<file path="src/cts_pkg.sv">
// Shared constants, types and helpers for the fixed-point cosine pipeline.
package cts_pkg;

  localparam int TERMS_DEF = 99;
  localparam int FRAC_BITS = 30;
  localparam int ANGLE_W = 32;
  localparam int COS_W = 32;
  localparam int WIDEN_SH = 14;
  localparam int AMAG_W = 32;
  localparam int QEST_W = 14;
  localparam int RED_SHIFT = 32;
  localparam int TWO_PI_W = 33;
  localparam int REM_W = 34;
  localparam int RMAG_W = 33;
  localparam int X2_W = 36;
  localparam int MAG_W = 40;
  localparam int SUM_W = 44;

  localparam logic [TWO_PI_W-1:0] TWO_PI_Q30 = 33'd6746518852;
  localparam logic [QEST_W-1:0] RED_RECIP =
    QEST_W'((64'd1 << (RED_SHIFT + WIDEN_SH)) / 64'(TWO_PI_Q30));
  localparam logic [MAG_W-1:0] MAG_ONE = MAG_W'(64'd1 << FRAC_BITS);
  localparam logic signed [SUM_W-1:0] SUM_ONE = SUM_W'(64'd1 << FRAC_BITS);
  localparam logic signed [SUM_W-1:0] SUM_NEG_ONE = -SUM_ONE;
  localparam logic signed [COS_W-1:0] COS_ONE = COS_W'(64'd1 << FRAC_BITS);

  typedef struct packed {
    logic                    valid;
    logic                    neg;
    logic [MAG_W-1:0]        mag;
    logic signed [SUM_W-1:0] sum;
    logic [X2_W-1:0]         x2;
  } term_t;

  function automatic logic signed [SUM_W-1:0] signed_term(input logic neg,
                                                          input logic [MAG_W-1:0] mag);
    logic signed [SUM_W-1:0] ext;
    ext = $signed({{(SUM_W-MAG_W){1'b0}}, mag});
    return neg ? -ext : ext;
  endfunction

endpackage

</file>
<file path="src/cts_reduce.sv">
// Range reduction by two pi and squaring of the reduced angle, six stages.
module cts_reduce (
  input  logic                                 clk,
  input  logic                                 rst_n,
  input  logic                                 en,
  input  logic                                 in_valid,
  input  logic signed [cts_pkg::ANGLE_W-1:0]   in_angle,
  output cts_pkg::term_t                       t_out
);

  localparam int QPROD_W = cts_pkg::AMAG_W + cts_pkg::QEST_W;
  localparam int XQ_W = cts_pkg::AMAG_W + cts_pkg::WIDEN_SH;
  localparam int QC_W = XQ_W + 1;
  localparam int SQH_W = cts_pkg::RMAG_W / 2;
  localparam int SQL_W = cts_pkg::RMAG_W - SQH_W;
  localparam int SQ_W = 2 * cts_pkg::RMAG_W + 1;

  logic [5:0] v_r;

  logic [cts_pkg::AMAG_W-1:0] amag_nxt, amag1_r, amag2_r;
  logic [QPROD_W-1:0]         qprod;
  logic [cts_pkg::QEST_W-1:0] qest_nxt, qest2_r;
  logic [QC_W-1:0]            qc, rem_full;
  logic [cts_pkg::REM_W-1:0]  rem3_r;
  logic [cts_pkg::RMAG_W-1:0] rmag_nxt, rmag4_r;
  logic [SQH_W-1:0]           sq_hi;
  logic [SQL_W-1:0]           sq_lo;
  logic [2*SQH_W-1:0]         hh5_r;
  logic [SQH_W+SQL_W-1:0]     hl5_r;
  logic [2*SQL_W-1:0]         ll5_r;
  logic [SQ_W-1:0]            sq;
  logic [cts_pkg::X2_W-1:0]   x2_nxt, x2_6_r;

  assign amag_nxt = in_angle[cts_pkg::ANGLE_W-1] ? cts_pkg::AMAG_W'(-in_angle)
                                                 : cts_pkg::AMAG_W'(in_angle);

  assign qprod = QPROD_W'(amag1_r) * QPROD_W'(cts_pkg::RED_RECIP);
  assign qest_nxt = qprod[cts_pkg::RED_SHIFT +: cts_pkg::QEST_W];

  assign qc = QC_W'(qest2_r) * QC_W'(cts_pkg::TWO_PI_Q30);
  assign rem_full = QC_W'({amag2_r, {cts_pkg::WIDEN_SH{1'b0}}}) - qc;

  assign rmag_nxt = (rem3_r >= cts_pkg::REM_W'(cts_pkg::TWO_PI_Q30))
                  ? cts_pkg::RMAG_W'(rem3_r - cts_pkg::REM_W'(cts_pkg::TWO_PI_Q30))
                  : rem3_r[cts_pkg::RMAG_W-1:0];

  assign sq_hi = rmag4_r[cts_pkg::RMAG_W-1:SQL_W];
  assign sq_lo = rmag4_r[SQL_W-1:0];

  assign sq = (SQ_W'(hh5_r) << (2 * SQL_W)) + (SQ_W'(hl5_r) << (SQL_W + 1)) + SQ_W'(ll5_r);
  assign x2_nxt = sq[cts_pkg::FRAC_BITS +: cts_pkg::X2_W];

  always_ff @(posedge clk) begin
    if (!rst_n) begin
      v_r <= '0;
    end else if (en) begin
      v_r <= {v_r[4:0], in_valid};
    end
  end

  always_ff @(posedge clk) begin
    if (en) begin
      amag1_r <= amag_nxt;
      amag2_r <= amag1_r;
      qest2_r <= qest_nxt;
      rem3_r  <= rem_full[cts_pkg::REM_W-1:0];
      rmag4_r <= rmag_nxt;
      hh5_r   <= (2*SQH_W)'(sq_hi) * (2*SQH_W)'(sq_hi);
      hl5_r   <= (SQH_W+SQL_W)'(sq_hi) * (SQH_W+SQL_W)'(sq_lo);
      ll5_r   <= (2*SQL_W)'(sq_lo) * (2*SQL_W)'(sq_lo);
      x2_6_r  <= x2_nxt;
    end
  end

  always_comb begin
    t_out.valid = v_r[5];
    t_out.neg   = 1'b0;
    t_out.mag   = cts_pkg::MAG_ONE;
    t_out.sum   = '0;
    t_out.x2    = x2_6_r;
  end

endmodule

</file>
<file path="config.mk">
export PLATFORM = sky130hd
export DESIGN_NAME = cts_reduce
export DESIGN_NICKNAME = d
export VERILOG_FILES = /design/src/cts_pkg.sv /design/src/cts_reduce.sv
export SDC_FILE = /design/constraint.sdc
export NUM_CORES = 2
export LEC_CHECK = 0
export BUFFER_PORTS_ARGS = -buffer_cell sky130_fd_sc_hd__buf_2
export CORE_MARGIN = 2
export CORE_UTILIZATION = 59
export CTS_CLUSTER_DIAMETER = 150
export DETAILED_ROUTE_END_ITERATION = 6
export PLACE_DENSITY = 0.82
export SYNTH_ARGS = -nofsm -noshare
export SYNTH_HDL_FRONTEND = slang
export SYNTH_SLANG_ARGS = --single-unit
</file>
<file path="constraint.sdc">
create_clock -name clk -period 19.8 [get_ports clk]
set_input_delay 2.97 -clock clk [delete_from_list [all_inputs] [get_ports clk]]
set_output_delay 2.97 -clock clk [all_outputs]
set_load 0.05 [all_outputs]
</file>
# Yosys cells after proc, flatten, opt, wreduce, memory -nomap -nowiden
# Cells that the tools add are included.
op_classes:
  n_eq_ne: 0
  muxes: 2
  div: 0
  n_bitwise: 0
  add_sub_neg: 5
  n_mul: 5
  n_lt_le_gt_ge: 1
  reduce_logical: 0
  n_shift: 0
ops:
  columns: ["cell", "count"]
  rows:
  - ["66-bit by 34-bit adder with 66-bit output", 1]
  - ["66-bit by 51-bit adder with 66-bit output", 1]
  - ["32-bit by 13-bit multiplier with 45-bit output (second input constant)", 1]
  - ["34-bit by 33-bit >= comparator with 1-bit output (second input constant)", 1]
  - ["17-bit by 17-bit multiplier with 34-bit output", 1]
  - ["34-bit subtractor", 1]
  - ["16-bit by 17-bit multiplier with 33-bit output", 1]
  - ["33-bit two-way mux", 1]
  - ["33-bit subtractor (second input constant)", 1]
  - ["14-bit by 31-bit multiplier with 32-bit output (second input constant)", 1]
  - ["16-bit by 16-bit multiplier with 32-bit output", 1]
  - ["32-bit negation", 1]
  - ["31-bit two-way mux", 1]
totals:
  rom_bits: 0
  output_inout_bits: 122
  reg_bits: 274
  memories: 0
  inputBits: 36
  latch_bits: 0
  mem_bits_rw: 0
  elab_cells: 24

# Logic depth before layout (Yosys ltp)
logic_depth:
  ltp_word: 2
  ltp_mapped: 31
  ltp_nobuf: 30

# Least setup slack after synthesis
# OpenSTA, ideal clock, no wires.
synth_timing:
  kind: "reg2reg"
  from: "reg qest2_r[3] (netlist bit)"
  to: "reg rem3_r[33] (netlist bit) (data pin)"
  required_ps: 19532
  synth_period_minus_slack_ps: 7362
  n_path_buf: 1
  path_slack_ps: 12438
  stages_incl_launch_ff: 31
  arrival_time_ps: 7095
  setup_time_ps: 268
  cell_sequence: "edfxtp_1 -> fa_1 -> inv_1 -> fa_1 -> fa_1 -> inv_1 -> fa_1 -> fa_1 -> inv_1 -> fa_1 -> inv_1 -> ha_1 -> a21oi_1 -> o21bai_1 -> a21oi_1 -> nor2b_1 -> nor3_1 -> o21a_1 -> o21bai_1 -> a21oi_1 -> xor2_1 -> ha_1 -> clkbuf_1 -> a21o_1 -> a21o_1 -> a21oi_1 -> nand2_1 -> o21ai_1 -> o21ai_0 -> a21oi_1 -> xnor3_1"
synth_via:
  elab_chain_cells: 2
synth_rtl:
  columns: ["element", "line", "source"]
  rows:
  - ["start: declaration", "cts_reduce.sv:22", "logic [cts_pkg::QEST_W-1:0] qest_nxt, qest2_r;"]
  - ["start signal: assignment", "cts_reduce.sv:65", "qest2_r <= qest_nxt;"]
  - ["14-bit by 31-bit multiplier with 32-bit output", "cts_reduce.sv:40", "assign qc = QC_W'(qest2_r) * QC_W'(cts_pkg::TWO_PI_Q30);"]
  - ["34-bit subtractor", "cts_reduce.sv:41", "assign rem_full = QC_W'({amag2_r, {cts_pkg::WIDEN_SH{1'b0}}}) - qc;"]
  - ["via rem_full[33]", "cts_reduce.sv:23", "logic [QC_W-1:0] qc, rem_full;"]
  - ["end signal: assignment", "cts_reduce.sv:66", "rem3_r <= rem_full[cts_pkg::REM_W-1:0];"]
  - ["end: declaration", "cts_reduce.sv:24", "logic [cts_pkg::REM_W-1:0] rem3_r;"]
# The timed path passes the listed nets, and every way through them passes these cells.
# A chain may end at the register's enable or synchronous reset.

# Worst setup path in the final report
# Ends and elaborated chain as after synthesis.

==> summary.md <==
| Metric | Value |
|---|---|
| Status | `completed` |
| WS Path Type | `register to register` |
| Worst flop-to-flop path startpoint | `qest2_r[3]` |
| Total grt overflow | `0` |
| CP max FO | `12` |
| Library cells used by synthesis | `83` |
| Final period utilization | `between 40% and 50%` |
| Vias in the first global route | `about 32000` |
| Syn_area_per_cell | `between 10 and 15 um^2` |
| Crit path max-delay cell type | `edfxtp_1` |
| H-tree Lvls | `1` |
| Drt wl/cell | `17.0 um` |
| Post-synth ARST share | `0%` |
| CTS tree | `built` |
| DR pass1 iterations | `5` |
| Final Hold Fails | `0` |
| Worst skew pair latency | `around 0.60 ns` |
| Worst-margin pin slew | `around 1.3 ns` |
| Clock Sinks | `about 250` |
| Critical Path RT | `20.14 ns` |
| R2R Setup Slk | `11.84 ns` |
| Synth warnings | `0` |
| CP peak stage delay | `approximately 0.72 ns` |
| Register area share after synthesis | `16.5%` |
| Die Wd | `279 um` |
| Post-CTS Resized | `0` |
| Via count | `around 30000` |
| I/O Pins | `roughly 160` |
| Critical path launch point | `qest2_r[3]` |
| Post-synthesis cell count | `~4400` |
| Reg2reg end | `rem3_r[33]` |
| Area Overhead vs Synth | `4.56%` |
| Clock skew | `~0.018 ns` |
| Routed Antenna Nets | `0` |
| Residual DRC count | `0` |
| Period minus WS final | `between 7 and 8 ns` |
| Largest net degree at the start of global routing | `about 110` |
| RePlAce Congestion | `just over 0.9` |
| Relative slew slack | `a little over a tenth` |
| Final #Nets | `about 5800` |
| Hold_buf cts | `0` |
| Post-Layout Cell Count | `between 5000 and 6000` |
| Cell Area, Synth | `between 0.04 and 0.05 mm^2` |
| Endpoints failing setup | `0` |
| MaxCap Viol Count | `0` |
| CTS root buf | `clkbuf_16` |
| Post-synth EDFFs | `241` |
| Iteration-0 DRC Markers | `1734` |
| FMAX | `about 0.13 GHz` |
| Setup crit end kind | `register` |
| Initial Utilization | `approximately three fifths` |
| Post-DP HPWL | `74900 um` |
| #FFs+latches synth | `around 250` |
| Core area | `about 0.075 mm^2` |
| Vias/cell | `around 5.5` |
| Die area | `roughly 0.08 mm^2` |
| Arrival time worst endpoint | `slightly above 8 ns` |
| CP most frequent cell | `fa_1` |
| Die Height | `279 um` |
| Final wirelength | `92900 um` |
| CTS buffer count | `29` |
| DP Cell Count | `around 5400` |
| First-pass GRT wire length | `~150000 um` |
| Primary FF master, synth | `edfxtp_1` |
| Worst min-delay path class | `register to register` |
| # Post-CTS Setup Buffers | `0` |
| Worst-path clk slew | `0.06 ns` |
| Initial antenna violation count | `1` |
| Startpoint type of the worst setup path | `register` |
| Crit path to | `rem3_r[33]` |
| Gr usage total | `24.7%` |
| Share of cells above drive strength 1 | `approximately 4.3%` |
| Site Rows | `100` |
| IO buf count | `72` |
| Worst-case clock buffer depth | `3` |
| Count of pins over their slew limit | `0` |
| Fin Setup TNS | `0 ns` |
| R2R depth | `29` |
| RSZ-0062 raised after global routing | `no` |
sequential cells by signal, indices dropped and copies added, names as in the netlist:
name     flops
v_r          6
amag2_r     20
hl5_r       31
ll5_r       14
rem3_r      32
amag1_r     32
x2_6_r      36
qest2_r     14
hh5_r       31
rmag4_r     31
per-layer routing:
metal	vias to the layer above	wire [um]	part of all wire (%)	track usage, %
met5	-	13	0.014	0
met4	2	3740	4.0	8.92
met3	222	5380	5.8	3.54
met2	836	47000	51	43.2
met1	15000	36700	39	31.3
li1	13900	-	-	-
synth_stat cells (6+ instances only):
master	number	share of area, %
a211oi_1	11	0.19
a21boi_0	7	0.12
a21o_1	97	1.6
a21oi_1	151	1.7
a221oi_1	7	0.14
a31o_2	8	0.16
a31oi_1	16	0.22
and2_1	198	2.8
and3_1	22	0.31
buf_4	86	1.4
clkbuf_1	94	0.79
dfxtp_1	6	0.27
edfxtp_1	241	16
fa_1	747	34
ha_1	602	17
inv_1	1015	8.5
mux2i_1	9	0.20
nand2_1	313	2.6
nand2b_1	15	0.21
nand3_1	45	0.51
nand4_1	17	0.24
nor2_1	136	1.1
nor2b_1	30	0.42
nor3_1	37	0.42
nor4_1	7	0.098
o211ai_1	11	0.19
o21a_1	16	0.27
o21ai_0	70	0.79
o21bai_1	25	0.42
o311ai_0	6	0.12
o31ai_1	13	0.22
or2_2	9	0.13
or3_1	12	0.17
xnor2_1	152	3.0
xor2_1	96	1.9
layout make-up:
class                      instances  area [um^2]
multi-input combinational       3059        32700
fill                            5765        28100
sequential                       247         7360
inverter                        1019         3820
tap                              969         1210
clock buffer                      34          744
timing repair buffer             104          611
clock inverter                    20          160
antenna                            1         2.50
worst max-delay path: cells and delay by family (launching register included):
kind | cells | cell delay (ns)
buffers and inverters | 4 | 0.27
and+or+nand+nor | 3 | 0.28
xor gates and xnor gates | 2 | 0.57
AOI/OAI and AO/OA | 12 | 2.06
DFF | 1 | 0.72
adders and majority gates | 8 | 3.77
metrics by stage:
step	setup WS (ns)	instance area [um^2]	hold WS (ns)	util [%]
finish	11.84	46600	0.525	62.4
global route	11.43	46600	0.555	62.4
CTS	11.87	46600	0.531	62.4
detailed placement	11.89	45700	0.515	61.2
global placement	12.08	45700	0.493	61.2
floorplan	12.44	44900	0.424	-
cells in the final DEF, fill, tap and decap left out, types with 8 or more instances in the layout:
cell / count
a211oi_1: 11
a21o_1: 97
a21oi_1: 151
a31o_2: 8
a31oi_1: 16
and2_1: 198
and3_1: 22
buf_2: 71
buf_4: 32
clkbuf_16: 29
conb_1: 85
edfxtp_1: 241
fa_1: 747
ha_1: 602
inv_1: 1015
mux2i_1: 9
nand2_1: 313
nand2b_1: 15
nand3_1: 45
nand4_1: 17
nor2_1: 136
nor2b_1: 30
nor3_1: 37
o211ai_1: 11
o21a_1: 16
o21ai_0: 70
o21bai_1: 25
o31ai_1: 13
or2_2: 9
or3_1: 12
xnor2_1: 152
xor2_1: 96
logic make-up after synthesis:
group                    synth area share (%)
AND/OR/NAND/NOR                          9.96
flip-flops                               16.5
buffers and inverters                    10.9
other                                  0.0168
AO/OA/AOI/OAI                            7.08
multiplexers                            0.253
adder cells (fa/ha/maj)                  50.4
XOR/XNOR                                 4.92
worst min-delay path by stage:
stage                      startpoint  endpoint  slack [ns]  cells after the start
after detailed placement       v_r[4]    v_r[4]        0.51                      2
after global routing           v_r[4]    v_r[4]        0.56                      2
after global placement         v_r[5]    v_r[5]        0.49                      2
final                          v_r[0]    v_r[0]        0.53                      2
after CTS                      v_r[4]    v_r[4]        0.53                      2
after floorplan           rmag4_r[17]  hh5_r[0]        0.42                      0
Power is not shown: default switching activity piles up to over one toggle a cycle in this logic, so the estimate is an artifact.
