<file path="config.mk">
export PLATFORM = sky130hd
export DESIGN_NAME = cts_term
export DESIGN_NICKNAME = d
export VERILOG_FILES = /design/src/cts_pkg.sv /design/src/cts_term.sv
export SDC_FILE = /design/constraint.sdc
export NUM_CORES = 2
export LEC_CHECK = 0
export ABC_AREA = 1
export BUFFER_PORTS_ARGS = -buffer_cell sky130_fd_sc_hd__buf_2
export CORE_UTILIZATION = 25
export CTS_CLUSTER_DIAMETER = 50
export DETAILED_ROUTE_END_ITERATION = 16
export MAX_ROUTING_LAYER = met4
export PLACE_DENSITY_LB_ADDON = 0.3
export SLEW_MARGIN = 20
export SYNTH_ARGS = -nofsm -noshare
export SYNTH_HDL_FRONTEND = slang
export SYNTH_SLANG_ARGS = --single-unit
</file>
<file path="constraint.sdc">
create_clock -name clk -period 6.9 [get_ports clk]
set_clock_uncertainty 0.2 [all_clocks]
set_input_delay 1.725 -clock clk [delete_from_list [all_inputs] [get_ports clk]]
set_output_delay 1.725 -clock clk [all_outputs]
set_load 0.005 [all_outputs]
</file>
<file path="src/cts_pkg.sv">
// Shared constants, types and helpers for the fixed-point cosine pipeline.
package cts_pkg;

  localparam int TERMS_DEF = 99;
  localparam int FRAC_BITS = 30;
  localparam int ANGLE_W = 32;
  localparam int COS_W = 32;
  localparam int WIDEN_SH = 14;
  localparam int AMAG_W = 32;
  localparam int QEST_W = 14;
  localparam int RED_SHIFT = 32;
  localparam int TWO_PI_W = 33;
  localparam int REM_W = 34;
  localparam int RMAG_W = 33;
  localparam int X2_W = 36;
  localparam int MAG_W = 40;
  localparam int SUM_W = 44;

  localparam logic [TWO_PI_W-1:0] TWO_PI_Q30 = 33'd6746518852;
  localparam logic [QEST_W-1:0] RED_RECIP =
    QEST_W'((64'd1 << (RED_SHIFT + WIDEN_SH)) / 64'(TWO_PI_Q30));
  localparam logic [MAG_W-1:0] MAG_ONE = MAG_W'(64'd1 << FRAC_BITS);
  localparam logic signed [SUM_W-1:0] SUM_ONE = SUM_W'(64'd1 << FRAC_BITS);
  localparam logic signed [SUM_W-1:0] SUM_NEG_ONE = -SUM_ONE;
  localparam logic signed [COS_W-1:0] COS_ONE = COS_W'(64'd1 << FRAC_BITS);

  typedef struct packed {
    logic                    valid;
    logic                    neg;
    logic [MAG_W-1:0]        mag;
    logic signed [SUM_W-1:0] sum;
    logic [X2_W-1:0]         x2;
  } term_t;

  function automatic logic signed [SUM_W-1:0] signed_term(input logic neg,
                                                          input logic [MAG_W-1:0] mag);
    logic signed [SUM_W-1:0] ext;
    ext = $signed({{(SUM_W-MAG_W){1'b0}}, mag});
    return neg ? -ext : ext;
  endfunction

endpackage

</file>
<file path="src/cts_term.sv">
// One series term: multiply by x squared, divide by (2i)(2i-1), fold in the sum.
module cts_term #(
  parameter int IDX = 1
) (
  input  logic           clk,
  input  logic           rst_n,
  input  logic           en,
  input  cts_pkg::term_t t_in,
  output cts_pkg::term_t t_out
);

  localparam int MW = cts_pkg::MAG_W;
  localparam int HALF = MW / 2;
  localparam int XH = cts_pkg::X2_W / 2;
  localparam int DEN = (2 * IDX) * (2 * IDX - 1);
  localparam int DEN_LOG = $clog2(DEN);
  localparam int P1_W = MW + cts_pkg::X2_W;
  localparam int PW = P1_W - cts_pkg::FRAC_BITS;
  localparam int PH = PW / 2;
  localparam int DIV_SHIFT = PW + DEN_LOG;
  localparam logic [63:0] DIV_RECIP_FULL =
    ((64'd1 << DIV_SHIFT) + 64'(DEN) - 64'd1) / 64'(DEN);
  localparam logic [PW:0] DIV_RECIP = DIV_RECIP_FULL[PW:0];
  localparam int P2_W = 2 * PW + 1;

  logic [3:0] v_r;

  logic neg_r [3];
  logic signed [cts_pkg::SUM_W-1:0] sum_r [4];
  logic [cts_pkg::X2_W-1:0]         x2_r [4];
  logic signed [cts_pkg::SUM_W-1:0] sum1_nxt;

  logic [HALF-1:0]          mh, ml;
  logic [XH-1:0]            xh, xl;
  logic [HALF+XH-1:0]       hh1_r, hl1_r, lh1_r, ll1_r;
  logic [P1_W-1:0]          full1;
  logic [PW-1:0]            prod2_nxt, prod2_r;

  logic [PW-PH-1:0]         ph;
  logic [PH-1:0]            pl;
  logic [PW-PH:0]           rh;
  logic [PH-1:0]            rl;
  logic [2*(PW-PH):0]       hh3_r;
  logic [PW:0]              lh3_r;
  logic [PW-1:0]            hl3_r;
  logic [2*PH-1:0]          ll3_r;
  logic [P2_W-1:0]          full2, quo_full;
  logic [MW-1:0]            quo_nxt, quo4_r;

  assign sum1_nxt = t_in.sum + cts_pkg::signed_term(t_in.neg, t_in.mag);

  assign mh = t_in.mag[MW-1:HALF];
  assign ml = t_in.mag[HALF-1:0];
  assign xh = t_in.x2[cts_pkg::X2_W-1:XH];
  assign xl = t_in.x2[XH-1:0];

  assign full1 = (P1_W'(hh1_r) << (HALF + XH)) + (P1_W'(hl1_r) << HALF)
               + (P1_W'(lh1_r) << XH) + P1_W'(ll1_r);
  assign prod2_nxt = full1[cts_pkg::FRAC_BITS +: PW];

  assign ph = prod2_r[PW-1:PH];
  assign pl = prod2_r[PH-1:0];
  assign rh = DIV_RECIP[PW:PH];
  assign rl = DIV_RECIP[PH-1:0];

  assign full2 = (P2_W'(hh3_r) << (2 * PH)) + (P2_W'(hl3_r) << PH)
               + (P2_W'(lh3_r) << PH) + P2_W'(ll3_r);
  assign quo_full = full2 >> DIV_SHIFT;
  assign quo_nxt = quo_full[MW-1:0];

  always_ff @(posedge clk) begin
    if (!rst_n) begin
      v_r <= '0;
    end else if (en) begin
      v_r <= {v_r[2:0], t_in.valid};
    end
  end

  always_ff @(posedge clk) begin
    if (en) begin
      neg_r[0] <= ~t_in.neg;
      neg_r[1] <= neg_r[0];
      neg_r[2] <= neg_r[1];
      sum_r[0] <= sum1_nxt;
      sum_r[1] <= sum_r[0];
      sum_r[2] <= sum_r[1];
      sum_r[3] <= sum_r[2];
      x2_r[0]  <= t_in.x2;
      x2_r[1]  <= x2_r[0];
      x2_r[2]  <= x2_r[1];
      x2_r[3]  <= x2_r[2];
      hh1_r    <= (HALF+XH)'(mh) * (HALF+XH)'(xh);
      hl1_r    <= (HALF+XH)'(mh) * (HALF+XH)'(xl);
      lh1_r    <= (HALF+XH)'(ml) * (HALF+XH)'(xh);
      ll1_r    <= (HALF+XH)'(ml) * (HALF+XH)'(xl);
      prod2_r  <= prod2_nxt;
      hh3_r    <= (2*(PW-PH)+1)'(ph) * (2*(PW-PH)+1)'(rh);
      lh3_r    <= (PW+1)'(pl) * (PW+1)'(rh);
      hl3_r    <= PW'(ph) * PW'(rl);
      ll3_r    <= (2*PH)'(pl) * (2*PH)'(rl);
      quo4_r   <= quo_nxt;
    end
  end

  logic neg4_r;

  always_ff @(posedge clk) begin
    if (en) begin
      neg4_r <= neg_r[2];
    end
  end

  always_comb begin
    t_out.valid = v_r[3];
    t_out.neg   = neg4_r;
    t_out.mag   = quo4_r;
    t_out.sum   = sum_r[3];
    t_out.x2    = x2_r[3];
  end

endmodule

</file>
=== After elaboration in Yosys (flattened, before gate mapping) ===
Memory sizes are Yosys's and may differ from the RTL's. A register that Yosys moved wholly into a read port is not among the register bits.
Cells that the tools add are included.

* Bits in registers: 273
* Latch bits: 0
* RAM bits: 323
* ROM bits: 0
* Input port bits: 125
* Output and inout port bits: 122
* Logic and storage cells: 26
* Memories kept: 3

{| class="wikitable"
|+ Memory list
! name !! words !! bits a word !! rd ports !! clocked after memory_dff !! write ports !! line !! source
|-
| sum_r || 4 || 44 || 4 || 0 || 4 || cts_term.sv:29 || <nowiki>logic signed [cts_pkg::SUM_W-1:0] sum_r [4];</nowiki>
|-
| x2_r || 4 || 36 || 4 || 0 || 4 || cts_term.sv:30 || <nowiki>logic [cts_pkg::X2_W-1:0] x2_r [4];</nowiki>
|-
| neg_r || 3 || 1 || 3 || 1 || 3 || cts_term.sv:28 || <nowiki>logic neg_r [3];</nowiki>
|}

* Add/sub/neg operators: 6
* $mul: 4
* Div/mod/pow operators: 0
* Order comparisons: 0
* Equal/unequal tests: 0
* Shift-type cells: 0
* Muxes and demuxes: 3
* Bitwise operators: 1
* Reductions and logical operators: 0

{| class="wikitable"
|+ Operator list
! operator !! count
|-
| multiplier 20 x 18 -> 38 bit || 3
|-
| adder 87 x 69 -> 87 bit || 1
|-
| adder 71 x 38 -> 71 bit || 1
|-
| adder 71 x 56 -> 71 bit || 1
|-
| adder 71 x 58 -> 71 bit || 1
|-
| adder 44 bit || 1
|-
| two-way mux 44 bit || 1
|-
| negator 40 -> 44 bit || 1
|-
| multiplier 20 x 18 -> 33 bit || 1
|-
| two-way mux 1 bit || 2
|-
| NOT 1 bit || 1
|}

=== Logic depth before layout (Yosys ltp) ===
* Depth in word-level cells: 3
* Gate-level depth with buffers: 28
* Gate-level depth less buffers: 26

=== Worst setup path before layout ===
OpenSTA, ideal clock, no wires.

* Path type: input -> register
* Start point: in t_in[97] (netlist bit)
* End point: reg lh1_r[35] (data pin)
* Arrival time: 6.718 ns
* Data required time: 6.448 ns
* Setup slack: -0.271 ns
* Stages on the path: 22
* Path through: clkbuf_1 > clkbuf_1 > nand2_1 > fa_1 > fa_1 > inv_1 > fa_1 > fa_1 > fa_1 > inv_1 > fa_1 > inv_1 > ha_1 > a21o_1 > a21oi_1 > nor2_1 > nor2_1 > nor2_1 > nor2_1 > nand2_1 > nand2_1 > nand2_1

* Longest elaborated chain between the ends: 1

{| class="wikitable"
|+ RTL lines
! what !! line !! source
|-
| start: declaration || cts_term.sv:8 || <nowiki>input cts_pkg::term_t t_in,</nowiki>
|-
| multiplier 20 x 18 -> 38 bit || cts_term.sv:94 || <nowiki>lh1_r <= (HALF+XH)'(ml) * (HALF+XH)'(xh);</nowiki>
|-
| end signal: assignment || cts_term.sv:94 ||
|-
| end: declaration || cts_term.sv:35 || <nowiki>logic [HALF+XH-1:0] hh1_r, hl1_r, lh1_r, ll1_r;</nowiki>
|}

Every way passes these cells.
A chain may end at the register's enable or synchronous reset.

=== Final worst setup path ===
* Start point: in t_in[93] (netlist bit)
* End point: reg lh1_r[28] (data pin)

Same word-level chain as after synthesis.

==> impl_metrics.env <==
export IMPL_outcome="complete, no violations"
export IMPL_tightest_slew_ns=0.867
export IMPL_critical_path_class="input pin to flip-flop"
export IMPL_clock_sinks=577
export IMPL_cp_start_kind="input pin"
export IMPL_area_delta_synth_final_pct=20.3
export IMPL_rsz0062_at_grt="true"
export IMPL_wl_per_cell_microns=17.0
export IMPL_timing_fmax_ghz=0.150
export IMPL_async_flop_share_pct=0
export IMPL_finalSetupViolations=0
export IMPL_final_nets=11700
export IMPL_dieArea_sq_mm=0.302
export IMPL_drc=0
export IMPL_top_layer="met4"
export IMPL_first_pass_iters=5
export IMPL_place_ws_ns=-0.792
export IMPL_postRouteWirelength_mm=237
export IMPL_clockRootBuffer="clkbuf_16"
export IMPL_synthMuxAreaShare_pct=0
export IMPL_fillers=31800
export IMPL_clk_pin_slew_worst_paths_ns=0.06
export IMPL_finalHoldViolCount=0
export IMPL_antenna_found_initial=21
export IMPL_grt_pass1_vias=61200
export IMPL_hold_depth=0
export IMPL_fin_crit_sh_pct=96.9
export IMPL_seq_area_frac_synth_pct=23.1
export IMPL_synth_edff_count=573
export IMPL_grt_pass1_wl_mm=369
export IMPL_tns_ns=0
export IMPL_syn_area_sq_mm=0.0749
export IMPL_critPathMaxFanout=17
export IMPL_grt_use_total_pct=16.6
export IMPL_first_iter_violations=4064
export IMPL_start_util_pct=25.2
export IMPL_cap_violations=0
export IMPL_synth_xor_area_share_pct=1.83
export IMPL_synth_cell_types=49
export IMPL_hold_path_class="flip-flop to flip-flop"
export IMPL_cts_inserted_buffers=79
export IMPL_netlist_top_cells_area="fa_1 32%, edfxtp_1 23%, nand2_1 13%"
export IMPL_io_buffers=246
export IMPL_htreeDepth=3
export IMPL_reg2reg_from="ll1_r[36]"
export IMPL_final_core_util_pct=30.3
export IMPL_gp_congestion=0.962
export IMPL_routed_wl_met2_mm=113
export IMPL_cts_buffer_depth=3
export IMPL_end_kind="flip-flop"
export IMPL_avgSynthCellArea_sq_um=8.29
export IMPL_via_count=58400
export IMPL_rows=200
export IMPL_grt_max_degree=114
export IMPL_startpoint="t_in[93]"
export IMPL_core_area_sq_mm=0.297
export IMPL_io_pins=247
export IMPL_syn_num_nets=10800
export IMPL_viasPerCell=4.21
export IMPL_cts_tree="done"
export IMPL_synth_area_leader_cell="fa_1"
export IMPL_fin_ws_ns=0.213
export IMPL_layout_min_cycle_time_ns=6.69
export IMPL_postPlaceCellArea_sq_mm=0.0873
export IMPL_worstPathRequired_ns=7.13
export IMPL_slew_viol_final=0
export IMPL_synth_top_flop_cell="edfxtp_1"
export IMPL_synth_compound_area_share_pct=3.20
export IMPL_synthSimpleGateAreaFrac_pct=17.7
export IMPL_drive_gt1_share_pct=12.5
export IMPL_r2r_cells=9
export IMPL_synth_top_area_share_pct=31.5
export IMPL_synth_top_family_by_area="adder cells"
export IMPL_antenna_left=0
export IMPL_die_h_microns=549
export IMPL_dp_hpwl_mm=202
export IMPL_stdcell_area_sq_mm=0.0901
export IMPL_netlist_instances=9030
export IMPL_cp_arrival_ns=6.92
export IMPL_synth_fa_ha_area_share_pct=40.0
export IMPL_wl_met3_mm=9.55
export IMPL_grt_ovfl_total=0
export IMPL_m1WireLength_mm=107
export IMPL_clk_insertion_delay_late_ns=0.71
export IMPL_ys_seq_elements=577
export IMPL_ys_warn_count=0
export IMPL_relSlewSlack_pct=42.2
export IMPL_hold_start="sum_r[0][29]"
export IMPL_die_w_microns=549
registers in the layout, indices dropped and copies added, names as in the netlist:
name,flops
v_r,4
ll1_r,20
sum_r,176
hh3_r,18
neg_r,3
hl1_r,38
lh3_r,22
neg4_r,1
quo4_r,40
x2_r,144
prod2_r,40
lh1_r,38
hh1_r,33
placed cells by master, fill, tap and decap left out, types with 12 or more instances in the layout:
cell type	count
o21ai_0	127
nand2_1	2584
nand4_1	60
xor2_1	126
nor2_1	392
edfxtp_1	573
fa_1	1179
buf_2	238
buf_12	102
a21oi_1	208
clkbuf_16	81
xnor2_1	29
o21ai_1	18
nor3_1	40
a21o_1	13
o21bai_1	28
clkbuf_1	21
nor2_2	12
buf_4	717
inv_1	2509
ha_1	503
nand3_1	198
critical path, cell delays in order:
cell     delay (ns)
buf_2          0.12
buf_12         0.15
buf_4          0.20
buf_4          0.17
nand2_1        0.06
inv_1          0.05
fa_1           0.54
inv_1          0.06
fa_1           0.55
fa_1           0.43
fa_1           0.51
fa_1           0.47
fa_1           0.50
inv_1          0.04
ha_1           0.35
nand2_1        0.11
nor2_1         0.12
inv_1          0.08
o21ai_0        0.32
inv_1          0.13
nand4_1        0.11
nand2_1        0.05
synthesized netlist by cell type (5+ instances only):
library cell and count:
a21boi_0 12, a21o_1 13, a21oi_1 216, a31oi_1 11
and2_1 6, and3_1 6, buf_1 118, buf_2 9
clkbuf_1 181, edfxtp_1 573, fa_1 1179, ha_1 505
inv_1 2509, nand2_1 2588, nand2_2 6, nand3_1 198
nand3b_1 10, nand4_1 60, nor2_1 397, nor2_2 7
nor3_1 43, nor4_1 10, o21a_1 5, o21ai_0 133
o21ai_1 13, o21bai_1 29, xnor2_1 29, xor2_1 126
stage by stage:
stage / hold WS, ns / std cells
final: 0.208 / 13900
after global routing: 0.210 / 13900
after CTS: 0.207 / 13900
after detailed placement: 0.205 / 13700
after global placement: 0.200 / 13700
after floorplan: 0.200 / 9030
cells by family after synthesis:
logic type,after synthesis
AO/OA/AOI/OAI,439
XOR/XNOR,156
adder cells (fa/ha/maj),1684
buffers and inverters,2822
flip-flops,577
AND/OR/NAND/NOR,3352
final cells by class:
class                   instances  area (sq um)  area share (%)
flip-flops and latches        577         17300            19.2
diodes                         11          27.5          0.0306
clock buffers                 103          2120            2.35
inverters                    2511          9430            10.5
multi-input cells            5631         47100            52.3
repair buffers               1063          8680            9.63
clock inverters                44           526           0.583
well taps                    3939          4930            5.47
path summary, 6_finish.rpt:
kind                                endpoint  slack, ns
worst max-delay path               lh1_r[28]       0.21
worst min-delay path            sum_r[1][29]       0.21
worst max register to register    prod2_r[8]       3.20
worst min register to register  sum_r[1][29]       0.21
repair_timing:
action / CTS / global route
buffers inserted: 0 / 0
pin swaps: 0 / 3
hold buffers: 0 / 0
endpoints found under the setup margin: 5 / 70
resized for setup: 1 / 45
metal layers:
layer	up-vias	track usage, %
li1	28100	-
met1	28800	21.4
met2	1182	27.7
met3	268	1.37
met4	0	4.77
met5	-	-
Power is left out: the tool's default activity adds up to more than one toggle a clock period on the data nets, which glitch-free logic cannot reach.
